## config.mk

```make
export PLATFORM = sky130hd
export DESIGN_NAME = srtf_process_scheduler
export DESIGN_NICKNAME = d
export VERILOG_FILES = /design/src/sv/srtf_pkg.sv /design/src/sv/srtf_slot_mem.sv /design/src/sv/srtf_process_scheduler.sv
export SDC_FILE = /design/constraint.sdc
export NUM_CORES = 2
export LEC_CHECK = 0
export ABC_CLOCK_PERIOD_IN_PS = 15100
export BUFFER_PORTS_ARGS = -buffer_cell sky130_fd_sc_hd__buf_2
export CORE_MARGIN = 2
export CORE_UTILIZATION = 50
export DETAILED_ROUTE_END_ITERATION = 8
export PLACE_DENSITY = 0.66
export SETUP_SLACK_MARGIN = 0.2
export SKIP_CTS_REPAIR_TIMING = 1
export SLEW_MARGIN = 20
export SYNTH_ARGS = -nofsm -noshare
export SYNTH_HDL_FRONTEND = slang
export SYNTH_SLANG_ARGS = --single-unit
```

## constraint.sdc

```tcl
create_clock -name clk -period 15.1 [get_ports clk]
set_input_delay 3.02 -clock clk [delete_from_list [all_inputs] [get_ports clk]]
set_output_delay 3.02 -clock clk [all_outputs]
set_load 0.01 [all_outputs]
```

## src/sv/srtf_pkg.sv

```systemverilog
// ----------------------------------------------------------------------------
// srtf_pkg
// Shared types and constants of the shortest-remaining-time-first scheduler.
// ----------------------------------------------------------------------------
package srtf_pkg;

	localparam int SLOTS_DEF     = 16;
	localparam int TIME_BITS_DEF = 24;

	localparam int ID_W       = 8;
	localparam int BURST_W    = 16;
	localparam int OUT_TIME_W = 24;

	// command codes carried in tuser of the input side
	localparam logic CMD_ARRIVE = 1'b0;
	localparam logic CMD_TICK   = 1'b1;

	typedef enum logic [1:0] {
		STAT_ACCEPT = 2'd0,
		STAT_FULL   = 2'd1,
		STAT_RAN    = 2'd2,
		STAT_IDLE   = 2'd3
	} status_t;

	typedef enum logic [2:0] {
		S_IDLE,
		S_ARRIVE,
		S_SCAN,
		S_LAST,
		S_EXEC,
		S_METRIC,
		S_WAIT,
		S_DONE
	} state_t;

endpackage

```

## src/sv/srtf_slot_mem.sv

```systemverilog
// ----------------------------------------------------------------------------
// srtf_slot_mem
// Process table: one record per slot, one write and one registered read
// per cycle.
// ----------------------------------------------------------------------------
module srtf_slot_mem #(
	parameter int SLOTS     = srtf_pkg::SLOTS_DEF,
	parameter int TIME_BITS = srtf_pkg::TIME_BITS_DEF
) (
	input  logic                          clk,
	input  logic                          we,
	input  logic [$clog2(SLOTS)-1:0]      waddr,
	input  logic [srtf_pkg::ID_W-1:0]     w_id,
	input  logic [srtf_pkg::BURST_W-1:0]  w_rem,
	input  logic [srtf_pkg::BURST_W-1:0]  w_burst,
	input  logic [TIME_BITS-1:0]          w_arr,
	input  logic                          w_started,
	input  logic [TIME_BITS-1:0]          w_resp,
	input  logic [$clog2(SLOTS)-1:0]      raddr,
	output logic [srtf_pkg::ID_W-1:0]     r_id,
	output logic [srtf_pkg::BURST_W-1:0]  r_rem,
	output logic [srtf_pkg::BURST_W-1:0]  r_burst,
	output logic [TIME_BITS-1:0]          r_arr,
	output logic                          r_started,
	output logic [TIME_BITS-1:0]          r_resp
);

	localparam int REC_W = srtf_pkg::ID_W + 2 * srtf_pkg::BURST_W + 1 + 2 * TIME_BITS;

	logic [REC_W-1:0] mem [SLOTS];
	logic [REC_W-1:0] rd_q;

	always_ff @(posedge clk) begin
		if (we) begin
			mem[waddr] <= {w_id, w_rem, w_burst, w_arr, w_started, w_resp};
		end
		rd_q <= mem[raddr];
	end

	assign {r_id, r_rem, r_burst, r_arr, r_started, r_resp} = rd_q;

endmodule

```

## src/sv/srtf_process_scheduler.sv

```systemverilog
// ----------------------------------------------------------------------------
// srtf_process_scheduler
// Preemptive shortest-remaining-time-first scheduler over a table of slots.
// ----------------------------------------------------------------------------
// One item is taken at a time; s_axis_tready is high only while the block
// waits for work. A tick item scans the slot table one slot per cycle
// through the single read port of the table memory; when the chosen
// process completes, the states S_METRIC and S_WAIT then form its
// turnaround and waiting time. An arrive item walks the valid bits from
// slot 0 and stops at the first free slot. A result waits in the output
// register while the next item is already being worked on. Time saturates
// at 2^TIME_BITS - 1 and all time fields are reported in their low 24 bits.
module srtf_process_scheduler #(
	parameter int SLOTS     = srtf_pkg::SLOTS_DEF,
	parameter int TIME_BITS = srtf_pkg::TIME_BITS_DEF
) (
	input  logic         clk,
	input  logic         arst_n,
	input  logic         s_axis_tvalid,
	output logic         s_axis_tready,
	input  logic [23:0]  s_axis_tdata,   // proc_id[7:0], burst_len[23:8]
	input  logic [0:0]   s_axis_tuser,   // command[0]
	output logic         m_axis_tvalid,
	input  logic         m_axis_tready,
	// run_id[7:0], finished[8], turnaround[32:9], waiting[56:33],
	// response[80:57], time_now[104:81], zero fill[111:105]
	output logic [111:0] m_axis_tdata,
	output logic [1:0]   m_axis_tuser    // status[1:0]
);

	localparam int IDX_W = $clog2(SLOTS);
	localparam int OW    = srtf_pkg::OUT_TIME_W;
	localparam int EXT_W = (TIME_BITS > OW) ? TIME_BITS : OW;
	localparam logic [IDX_W-1:0]     LAST_IDX = IDX_W'(SLOTS - 1);
	localparam logic [TIME_BITS-1:0] TIME_MAX = '1;

	srtf_pkg::state_t  state_q, nxt;
	srtf_pkg::status_t status_q;

	logic [IDX_W-1:0]               idx_q;
	logic                           valid_q [SLOTS];
	logic [TIME_BITS-1:0]           clock_q;
	logic [srtf_pkg::ID_W-1:0]      id_q;
	logic [srtf_pkg::BURST_W-1:0]   burst_q;

	logic                           cand_on_s1;
	logic                           cand_vld_s1;
	logic [IDX_W-1:0]               cand_idx_s1;

	logic                           best_found_q;
	logic [IDX_W-1:0]               best_idx_q;
	logic [srtf_pkg::ID_W-1:0]      best_id_q;
	logic [srtf_pkg::BURST_W-1:0]   best_rem_q;
	logic [srtf_pkg::BURST_W-1:0]   best_burst_q;
	logic [TIME_BITS-1:0]           best_arr_q;
	logic                           best_started_q;
	logic [TIME_BITS-1:0]           best_resp_q;

	logic                           fin_q;
	logic [TIME_BITS-1:0]           turn_q;
	logic [EXT_W-1:0]               wait_q;

	logic                           out_valid_q;
	logic [111:0]                   out_data_q;
	logic [1:0]                     out_user_q;

	// table ports
	logic                           mem_we;
	logic [IDX_W-1:0]               mem_wa;
	logic [srtf_pkg::ID_W-1:0]      mem_w_id;
	logic [srtf_pkg::BURST_W-1:0]   mem_w_rem;
	logic [srtf_pkg::BURST_W-1:0]   mem_w_burst;
	logic [TIME_BITS-1:0]           mem_w_arr;
	logic                           mem_w_started;
	logic [TIME_BITS-1:0]           mem_w_resp;
	logic [srtf_pkg::ID_W-1:0]      rd_id;
	logic [srtf_pkg::BURST_W-1:0]   rd_rem;
	logic [srtf_pkg::BURST_W-1:0]   rd_burst;
	logic [TIME_BITS-1:0]           rd_arr;
	logic                           rd_started;
	logic [TIME_BITS-1:0]           rd_resp;

	logic                           in_acc;
	logic                           out_load;
	logic [srtf_pkg::BURST_W-1:0]   in_burst;
	logic [srtf_pkg::BURST_W-1:0]   burst_fix;
	logic [TIME_BITS-1:0]           clock_inc;
	logic [TIME_BITS-1:0]           resp_new;
	logic [srtf_pkg::BURST_W-1:0]   rem_dec;
	logic                           last_unit;
	logic                           better;
	logic                           take;
	logic [EXT_W-1:0]               turn_x;
	logic [EXT_W-1:0]               burst_x;
	logic [EXT_W-1:0]               resp_x;
	logic [EXT_W-1:0]               clock_x;
	logic [srtf_pkg::ID_W-1:0]      run_id_o;
	logic [OW-1:0]                  turn_o;
	logic [OW-1:0]                  wait_o;
	logic [OW-1:0]                  resp_o;

	srtf_slot_mem #(
		.SLOTS     (SLOTS),
		.TIME_BITS (TIME_BITS)
	) u_slot_mem (
		.clk       (clk),
		.we        (mem_we),
		.waddr     (mem_wa),
		.w_id      (mem_w_id),
		.w_rem     (mem_w_rem),
		.w_burst   (mem_w_burst),
		.w_arr     (mem_w_arr),
		.w_started (mem_w_started),
		.w_resp    (mem_w_resp),
		.raddr     (idx_q),
		.r_id      (rd_id),
		.r_rem     (rd_rem),
		.r_burst   (rd_burst),
		.r_arr     (rd_arr),
		.r_started (rd_started),
		.r_resp    (rd_resp)
	);

	assign in_acc    = s_axis_tvalid && s_axis_tready;
	assign out_load  = (state_q == srtf_pkg::S_DONE) && (!out_valid_q || m_axis_tready);
	assign in_burst  = s_axis_tdata[23:8];
	assign burst_fix = (in_burst == '0) ? srtf_pkg::BURST_W'(1) : in_burst;
	assign clock_inc = (clock_q == TIME_MAX) ? clock_q : clock_q + 1'b1;
	assign resp_new  = best_started_q ? best_resp_q : clock_q - best_arr_q;
	assign rem_dec   = best_rem_q - 1'b1;
	assign last_unit = (best_rem_q == srtf_pkg::BURST_W'(1));

	// least remaining time wins; equal time goes to the earlier arrival,
	// equal arrival keeps the lower slot seen first
	assign better = (rd_rem < best_rem_q) ||
			((rd_rem == best_rem_q) && (rd_arr < best_arr_q));
	assign take   = cand_on_s1 && cand_vld_s1 && (!best_found_q || better);

	assign turn_x  = EXT_W'(turn_q);
	assign burst_x = EXT_W'(best_burst_q);
	assign resp_x  = EXT_W'(best_resp_q);
	assign clock_x = EXT_W'(clock_q);

	assign run_id_o = (status_q == srtf_pkg::STAT_RAN) ? best_id_q : '0;
	assign turn_o   = fin_q ? turn_x[OW-1:0] : '0;
	assign wait_o   = fin_q ? wait_q[OW-1:0] : '0;
	assign resp_o   = fin_q ? resp_x[OW-1:0] : '0;

	always_comb begin
		nxt           = state_q;
		s_axis_tready = (state_q == srtf_pkg::S_IDLE);
		mem_we        = 1'b0;
		mem_wa        = idx_q;
		mem_w_id      = id_q;
		mem_w_rem     = burst_q;
		mem_w_burst   = burst_q;
		mem_w_arr     = clock_q;
		mem_w_started = 1'b0;
		mem_w_resp    = '0;
		case (state_q)
			srtf_pkg::S_IDLE: begin
				if (s_axis_tvalid) begin
					nxt = (s_axis_tuser[0] == srtf_pkg::CMD_ARRIVE) ?
						srtf_pkg::S_ARRIVE : srtf_pkg::S_SCAN;
				end
			end
			srtf_pkg::S_ARRIVE: begin
				if (!valid_q[idx_q]) begin
					mem_we = 1'b1;
					nxt    = srtf_pkg::S_DONE;
				end else if (idx_q == LAST_IDX) begin
					nxt = srtf_pkg::S_DONE;
				end
			end
			srtf_pkg::S_SCAN: begin
				if (idx_q == LAST_IDX) begin
					nxt = srtf_pkg::S_LAST;
				end
			end
			srtf_pkg::S_LAST: begin
				nxt = srtf_pkg::S_EXEC;
			end
			srtf_pkg::S_EXEC: begin
				if (best_found_q && last_unit) begin
					nxt = srtf_pkg::S_METRIC;
				end else begin
					// write back the run slot with one unit less
					mem_we        = best_found_q;
					mem_wa        = best_idx_q;
					mem_w_id      = best_id_q;
					mem_w_rem     = rem_dec;
					mem_w_burst   = best_burst_q;
					mem_w_arr     = best_arr_q;
					mem_w_started = 1'b1;
					mem_w_resp    = resp_new;
					nxt           = srtf_pkg::S_DONE;
				end
			end
			srtf_pkg::S_METRIC: begin
				nxt = srtf_pkg::S_WAIT;
			end
			srtf_pkg::S_WAIT: begin
				nxt = srtf_pkg::S_DONE;
			end
			srtf_pkg::S_DONE: begin
				if (!out_valid_q || m_axis_tready) begin
					nxt = srtf_pkg::S_IDLE;
				end
			end
			default: begin
				nxt = srtf_pkg::S_IDLE;
			end
		endcase
	end

	always_ff @(posedge clk or negedge arst_n) begin
		if (!arst_n) begin
			state_q      <= srtf_pkg::S_IDLE;
			idx_q        <= '0;
			clock_q      <= '0;
			cand_on_s1   <= 1'b0;
			best_found_q <= 1'b0;
			out_valid_q  <= 1'b0;
			for (int i = 0; i < SLOTS; i++) begin
				valid_q[i] <= 1'b0;
			end
		end else begin
			state_q    <= nxt;
			cand_on_s1 <= (state_q == srtf_pkg::S_SCAN);
			if (take) begin
				best_found_q <= 1'b1;
			end
			case (state_q)
				srtf_pkg::S_IDLE: begin
					if (in_acc) begin
						idx_q        <= '0;
						best_found_q <= 1'b0;
					end
				end
				srtf_pkg::S_ARRIVE: begin
					if (!valid_q[idx_q]) begin
						valid_q[idx_q] <= 1'b1;
					end else if (idx_q != LAST_IDX) begin
						idx_q <= idx_q + 1'b1;
					end
				end
				srtf_pkg::S_SCAN: begin
					if (idx_q != LAST_IDX) begin
						idx_q <= idx_q + 1'b1;
					end
				end
				srtf_pkg::S_EXEC: begin
					clock_q <= clock_inc;
					if (best_found_q && last_unit) begin
						valid_q[best_idx_q] <= 1'b0;
					end
				end
				default: begin
				end
			endcase
			if (out_load) begin
				out_valid_q <= 1'b1;
			end else if (m_axis_tready) begin
				out_valid_q <= 1'b0;
			end
		end
	end

	always_ff @(posedge clk) begin
		cand_idx_s1 <= idx_q;
		cand_vld_s1 <= valid_q[idx_q];
		if (take) begin
			best_idx_q     <= cand_idx_s1;
			best_id_q      <= rd_id;
			best_rem_q     <= rd_rem;
			best_burst_q   <= rd_burst;
			best_arr_q     <= rd_arr;
			best_started_q <= rd_started;
			best_resp_q    <= rd_resp;
		end
		case (state_q)
			srtf_pkg::S_IDLE: begin
				if (in_acc) begin
					id_q    <= s_axis_tdata[7:0];
					burst_q <= burst_fix;
					fin_q   <= 1'b0;
				end
			end
			srtf_pkg::S_ARRIVE: begin
				if (!valid_q[idx_q]) begin
					status_q <= srtf_pkg::STAT_ACCEPT;
				end else begin
					status_q <= srtf_pkg::STAT_FULL;
				end
			end
			srtf_pkg::S_EXEC: begin
				status_q <= best_found_q ? srtf_pkg::STAT_RAN : srtf_pkg::STAT_IDLE;
				if (best_found_q) begin
					best_rem_q  <= rem_dec;
					best_resp_q <= resp_new;
					fin_q       <= last_unit;
				end
			end
			srtf_pkg::S_METRIC: begin
				// clock_q already holds the completion time here
				turn_q <= clock_q - best_arr_q;
			end
			srtf_pkg::S_WAIT: begin
				wait_q <= (turn_x >= burst_x) ? turn_x - burst_x : '0;
			end
			default: begin
			end
		endcase
		if (out_load) begin
			out_user_q <= status_q;
			out_data_q <= {7'b0, clock_x[OW-1:0], resp_o, wait_o, turn_o, fin_q, run_id_o};
		end
	end

	assign m_axis_tvalid = out_valid_q;
	assign m_axis_tdata  = out_data_q;
	assign m_axis_tuser  = out_user_q;

	a_fin_ran : assert property (@(posedge clk) disable iff (!arst_n)
		out_valid_q && out_data_q[8] |-> out_user_q == srtf_pkg::STAT_RAN)
		else $error("finished item without a run status");

	a_clock_mono : assert property (@(posedge clk) disable iff (!arst_n)
		1'b1 |=> clock_q >= $past(clock_q))
		else $error("time went backwards");

	a_exec_valid : assert property (@(posedge clk) disable iff (!arst_n)
		state_q == srtf_pkg::S_EXEC && best_found_q |-> valid_q[best_idx_q])
		else $error("picked slot is not in use");

	a_wait_le_turn : assert property (@(posedge clk) disable iff (!arst_n)
		state_q == srtf_pkg::S_DONE && fin_q |-> wait_q <= turn_x)
		else $error("waiting time exceeds turnaround");

endmodule

```

# Yosys cells after proc, flatten, opt, wreduce, memory -nomap -nowiden
# Memory sizes are Yosys's and may differ from the RTL's. A register that Yosys moved wholly into a read port is not among the register bits.
# Cells that the tools add are included.
dict set report classes {
  n_addsub 5
  order_cmp 7
  n_eq_ne 22
  mux 59
  bitwise 6
  reduce_logical 25
}
# cell count
set op_table {}
lappend op_table {{$mux W24} 8}
lappend op_table {{$mux W16} 9}
lappend op_table {{$pmux W16 S2} 1}
lappend op_table {{$add A24 B1 Y24 const B} 1}
lappend op_table {{$eq A24 B24 Y1 const B} 1}
lappend op_table {{$ge A24 B16 Y1} 1}
lappend op_table {{$lt A24 B24 Y1} 1}
lappend op_table {{$pmux W3 S8} 1}
lappend op_table {{$sub A24 B16 Y24} 1}
lappend op_table {{$sub A24 B24 Y24} 1}
lappend op_table {{$mux W4} 5}
lappend op_table {{$mux W1} 19}
lappend op_table {{$and A16 B16 Y16} 1}
lappend op_table {{$eq A16 B1 Y1 const B} 1}
lappend op_table {{$eq A16 B16 Y1} 1}
lappend op_table {{$logic_not A16 Y1} 1}
lappend op_table {{$lt A16 B16 Y1} 1}
lappend op_table {{$mux W8} 2}
lappend op_table {{$not A16 Y16} 1}
lappend op_table {{$or A16 B16 Y16} 1}
lappend op_table {{$sub A16 B1 Y16 const B} 1}
lappend op_table {{$mux W3} 5}
lappend op_table {{$eq A3 B3 Y1 const B} 4}
lappend op_table {{$ne A2 B2 Y1 const B} 6}
lappend op_table {{other kinds (27)} 50}
dict set report word_totals {
  ff_bits 330
  ram_bits 1424
  inputBits 29
  output_inout_bits 116
  word_cells 166
  n_memories 1
}
# memory words width rd rd_ports_with_merged_regs wr line
set memory_table {}
lappend memory_table {u_slot_mem.mem 16 89 1 1 1 srtf_slot_mem.sv:30} ;# logic [REC_W-1:0] mem [SLOTS];

# Logic depth before layout (Yosys ltp)
dict set report logic_depth {
  word_depth 9
  mapped_depth 12
  depth_no_buf 12
}

# Cells and area by module
# A second synthesis with hierarchy kept.
dict set report unflattened {
  cells_unflattened 3834
  hier_area_um2 71783.8
}
# mod n_inst cells_per_inst area_each_um2 seq_area_each_um2
set by_module_without_submodules {}
lappend by_module_without_submodules {srtf_slot_mem 1 2282 54996.5 44542.7}
lappend by_module_without_submodules {srtf_process_scheduler 1 1552 16787.4 9208.8}

# Least setup slack after synthesis
# No wires, ideal clock.
dict set report synth_timing {
  path_kind {input to register}
  start {input m_axis_tready}
  end {register out_data_q[0], in the netlist m_axis_tdata[0], enable pin}
  setup_ps 576
  t_arrival_ps 7560
  t_required_ps 14524
  setup_slack_ps 6965
  path_stages 2
  n_path_buf 0
  path_cell_list {nor2b_1 > nor2_1}
}
dict set report synth_between {
  elab_chain_len 2
}
# item line
set synth_lines {}
lappend synth_lines {{start: declaration} srtf_process_scheduler.sv:24} ;# input logic m_axis_tready,
lappend synth_lines {{$logic_or A1 B1 Y1} srtf_process_scheduler.sv:125} ;# assign out_load = (state_q == srtf_pkg::S_DONE) && (!out_valid_q || m_axis_tready);
lappend synth_lines {{$logic_and A1 B1 Y1} srtf_process_scheduler.sv:125}
lappend synth_lines {{net out_load} srtf_process_scheduler.sv:84} ;# logic out_load;
lappend synth_lines {{end signal: assignment} srtf_process_scheduler.sv:316} ;# out_data_q <= {7'b0, clock_x[OW-1:0], resp_o, wait_o, turn_o, fin_q, run_id_o};
lappend synth_lines {{end: declaration} srtf_process_scheduler.sv:64} ;# logic [111:0] out_data_q;
# The timed path passes the listed nets, and every way through them passes these cells.
# A chain may end at the register's enable or synchronous reset.

# Final worst setup path
dict set report layout_timing {
  start {register best_rem_q[0] in the netlist's numbering}
  end {memory u_slot_mem.mem[8][6] in the netlist's numbering, enable pin}
}
dict set report layout_between {
  elab_chain_len 6
  elab_cells_between_ends 8
  cone_classes {eq/ne (1); mux (6); reduce/logical (1)}
}
# item line
set layout_lines {}
lappend layout_lines {{start: declaration} srtf_process_scheduler.sv:53} ;# logic [srtf_pkg::BURST_W-1:0] best_rem_q;
lappend layout_lines {{start signal: assignment} srtf_process_scheduler.sv:275} ;# best_rem_q <= rd_rem;
lappend layout_lines {{start signal: assignment} srtf_process_scheduler.sv:299} ;# best_rem_q <= rem_dec;
lappend layout_lines {{$eq A16 B1 Y1 (*)} srtf_process_scheduler.sv:131} ;# assign last_unit = (best_rem_q == srtf_pkg::BURST_W'(1));
lappend layout_lines {{$logic_and A1 B1 Y1 (*)} srtf_process_scheduler.sv:184} ;# if (best_found_q && last_unit) begin
lappend layout_lines {{$mux W1} srtf_process_scheduler.sv:184}
lappend layout_lines {{$pmux W1 S2} srtf_process_scheduler.sv:160} ;# case (state_q)
lappend layout_lines {{$mux W1} srtf_slot_mem.sv:34} ;# if (we) begin
lappend layout_lines {{$mux W1 (not written as such)} srtf_slot_mem.sv:35} ;# mem[waddr] <= {w_id, w_rem, w_burst, w_arr, w_started, w_resp};
lappend layout_lines {{end: declaration} srtf_slot_mem.sv:30}
# Mark *: on every way between the ends. The rest lies on a longest branch, timed or not.

==> flow_summary.yaml <==
route:
  wl_um: 171000
  drt-pass1-iter-count: 5
  drtAntennaViolNets: 0
  wl_per_cell_um: 28.9
  drcViolationCount: 0
  first_iter_violations: 4036
  viasPerCell: 6.04
  vias: 35800
final_layout:
  finish.utilization_pct: 57.1
  layout_common_cells: "edfxtp_1 (1659), mux4_2 (450), clkbuf_16 (183)"
  final_common_cell: "edfxtp_1"
  area_delta_synth_final_pct: 13.2
  drive_gt1_share_pct: 25.7
  stdcell_count: 5928
  nNetsFinal: 3994
grt:
  grt_max_degree: 128
  grt_pass1_vias: 35600
  grt_util_all_layers_pct: 23.7
  grt_pass1_wl_um: 249000
  antenna_found_initial: 9
  overflow: 0
timing:
  fin_tns_setup_ns: 0
  tightest_slew_ns: 1.12
  finalHoldViolCount: 0
  fmax_ghz: 0.161
  grt_setup_unrepaired: "no"
  finalCritPeriodShare_pct: 41.2
  setup_viol: 0
  finalCriticalPeriod_ns: 6.23
  clock_skew_ns: 0.0424
  maxSlewHeadroom_pct: 24.6
  slew_violations: 0
  hold_ws_ns: 0.400
  fin_ws_ns: 8.87
worst_setup_path:
  crit_path_cell_trace: "ha_1 -> or4b_1 -> nor4b_4 -> nand2_1 -> nand2_4 -> inv_2 -> mux2i_1 -> nand3_1 -> nor2_4 -> buf_4 -> buf_4"
  r2r-start: "best_rem_q[0]"
  worstSetupPathDepth: 11
  path_class: "flip-flop to flip-flop"
  critical_path_arrival_ns: 6.68
  path_buf_inv: 3
  crit_path_frequent_cell: "buf_4"
  max_stage_delay_ns: 0.86
  slowest_stage: "nor2_4"
  r2r-end: "u_slot_mem.mem[8][6]"
  start_kind: "flip-flop"
  critPathRequiredTime_ns: 15.55
  path_delay_family: "simple AND/OR/NAND/NOR gates"
  r2r_slack_ns: 8.87
  crit_fanout: 42
  crit_path_end_kind: "flip-flop"
  r2r_cells: 11
power_and_ir_drop:
  irDropWorstVdd_uv: 119
  power_density_nw_per_um2: 172
  p_leak_nw: 26.6
flow_run:
  maxCapViolations: 0
clocking:
  clockRootBuffer: "clkbuf_16"
  clk_pin_slew_ns: 0.06
  cts_buffers: 179
  cts_tree: "built"
  htree_levels: 4
  cts_buffer_depth: 3
  cts.sinks: 1843
  clk_latency_ns: 0.84
placed_design:
  gp_congestion: 0.870
  dp_hpwl_um: 100000
  post-place-ws_ns: 8.94
  portBuffers: 137
  placed_cells: 5582
worst_hold_path:
  hold_path_depth: 0
  hp-class: "flip-flop to flip-flop"
  min_from: "cand_idx_s1[1]"
  holdPathEnd: "best_idx_q[1]"
yosys:
  syn_avg_cell_area_um2: 19.9
  postSynthCellCount: 3606
  synth.area.top_cells: "edfxtp_1 (70%), mux4_2 (14%), dfxtp_1 (3.7%)"
  synth-main-ff-cell: "edfxtp_1"
  syn_area_um2: 71600
  synth_top_area_share_pct: 69.6
  synth.distinct_cells: 78
  async_reset_ff_share_pct: 2.71
  yosys_warnings: 0
  synth_top_area_cell: "edfxtp_1"
  synth-seq-area-share_pct: 75.0
  synth_seq_cells: 1843
  synth_edf_count: 1659
floorplanning:
  row_count: 138
  design.die.area_um2: 146000
  die_w_um: 382
  die_y_um: 382
  coreArea_um2: 142000
  initial_core_util_pct: 50.5
  io_pins: 145
status:
  run_status: "finished clean"
power breakdown:
part           total (W)  leakage [nW]  switching (W)  internal [W]
sequential       0.00680          17.0       0.000342       0.00646
clock            0.00443          2.83        0.00188       0.00255
combinational    0.00275          6.80        0.00164       0.00111
total             0.0140          26.6        0.00387        0.0101
synth_stat cells (all sizes together) (11+ instances only):
cell,number
a211oi,18
a21o,12
a21oi,84
and2,86
and3,11
buf,60
clkbuf,117
dfrtp,50
dfxtp,134
edfxtp,1659
ha,85
inv,90
mux2i,21
mux4,450
nand2,161
nand2b,15
nand3,31
nand4,13
nor2,123
nor2b,20
nor3,19
o211ai,13
o21ai,137
or3,12
xnor2,47
xor2,23
logic make-up after synthesis:
family / after synthesis / share of synthesized area, %
XOR/XNOR: 70 / 0.856
buffers and inverters: 267 / 1.53
multiplexers: 475 / 14.5
AO/OA/AOI/OAI: 331 / 2.85
flip-flops: 1843 / 75.0
other: 1 / 0.00524
adder cells (fa/ha/maj): 87 / 1.54
AND/OR/NAND/NOR: 532 / 3.67
sequential cells by signal (all words and copies together), names as in the netlist, 24 cells and up:
signal           cells
wait_q              24
m_axis_tdata       105
clock_q             24
u_slot_mem.mem    1424
turn_q              24
best_resp_q         24
best_arr_q          24
u_slot_mem.rd_q     89
metrics by stage:
stage / power [W] / instance area [um^2]
floorplan: 0.00858 / 71600
global route: 0.0145 / 81000
CTS: 0.0140 / 80900
global placement: 0.00958 / 75000
detailed placement: 0.00962 / 75100
finish: 0.0140 / 81100
how the worst max path moves through the flow:
stage	slack (ns)	start	endpoint
after floorplan	6.96	m_axis_tready	m_axis_tdata[0]
after global placement	8.96	best_rem_q[0]	u_slot_mem.mem[8][10]
after detailed placement	8.94	best_rem_q[0]	u_slot_mem.mem[8][18]
after CTS	8.91	best_rem_q[0]	u_slot_mem.mem[8][11]
after global routing	8.68	best_rem_q[0]	u_slot_mem.mem[8][6]
final	8.87	best_rem_q[0]	u_slot_mem.mem[8][6]
per-layer routing:
layer / track usage, % / part of all wire [%] / vias up
met1: 34.7 / 42 / 18900
met4: 5.66 / 2.0 / 0
met5: 0 / 0 / -
met2: 36.2 / 47 / 1617
met3: 5.79 / 9.3 / 226
li1: - / - / 15100
area by class of cell:
class                           instances  area [um^2]
Multi-Input combinational cell       1502        17000
Clock inverter                         92          952
Antenna cell                            4         10.0
Fill cell                           10500        60900
Clock buffer                          245         4890
Timing Repair Buffer                  262         1730
Sequential cell                      1843        53800
Tap cell                             1890         2360
Inverter                               90          338
Note: power is estimated with default switching activity, not from simulation.
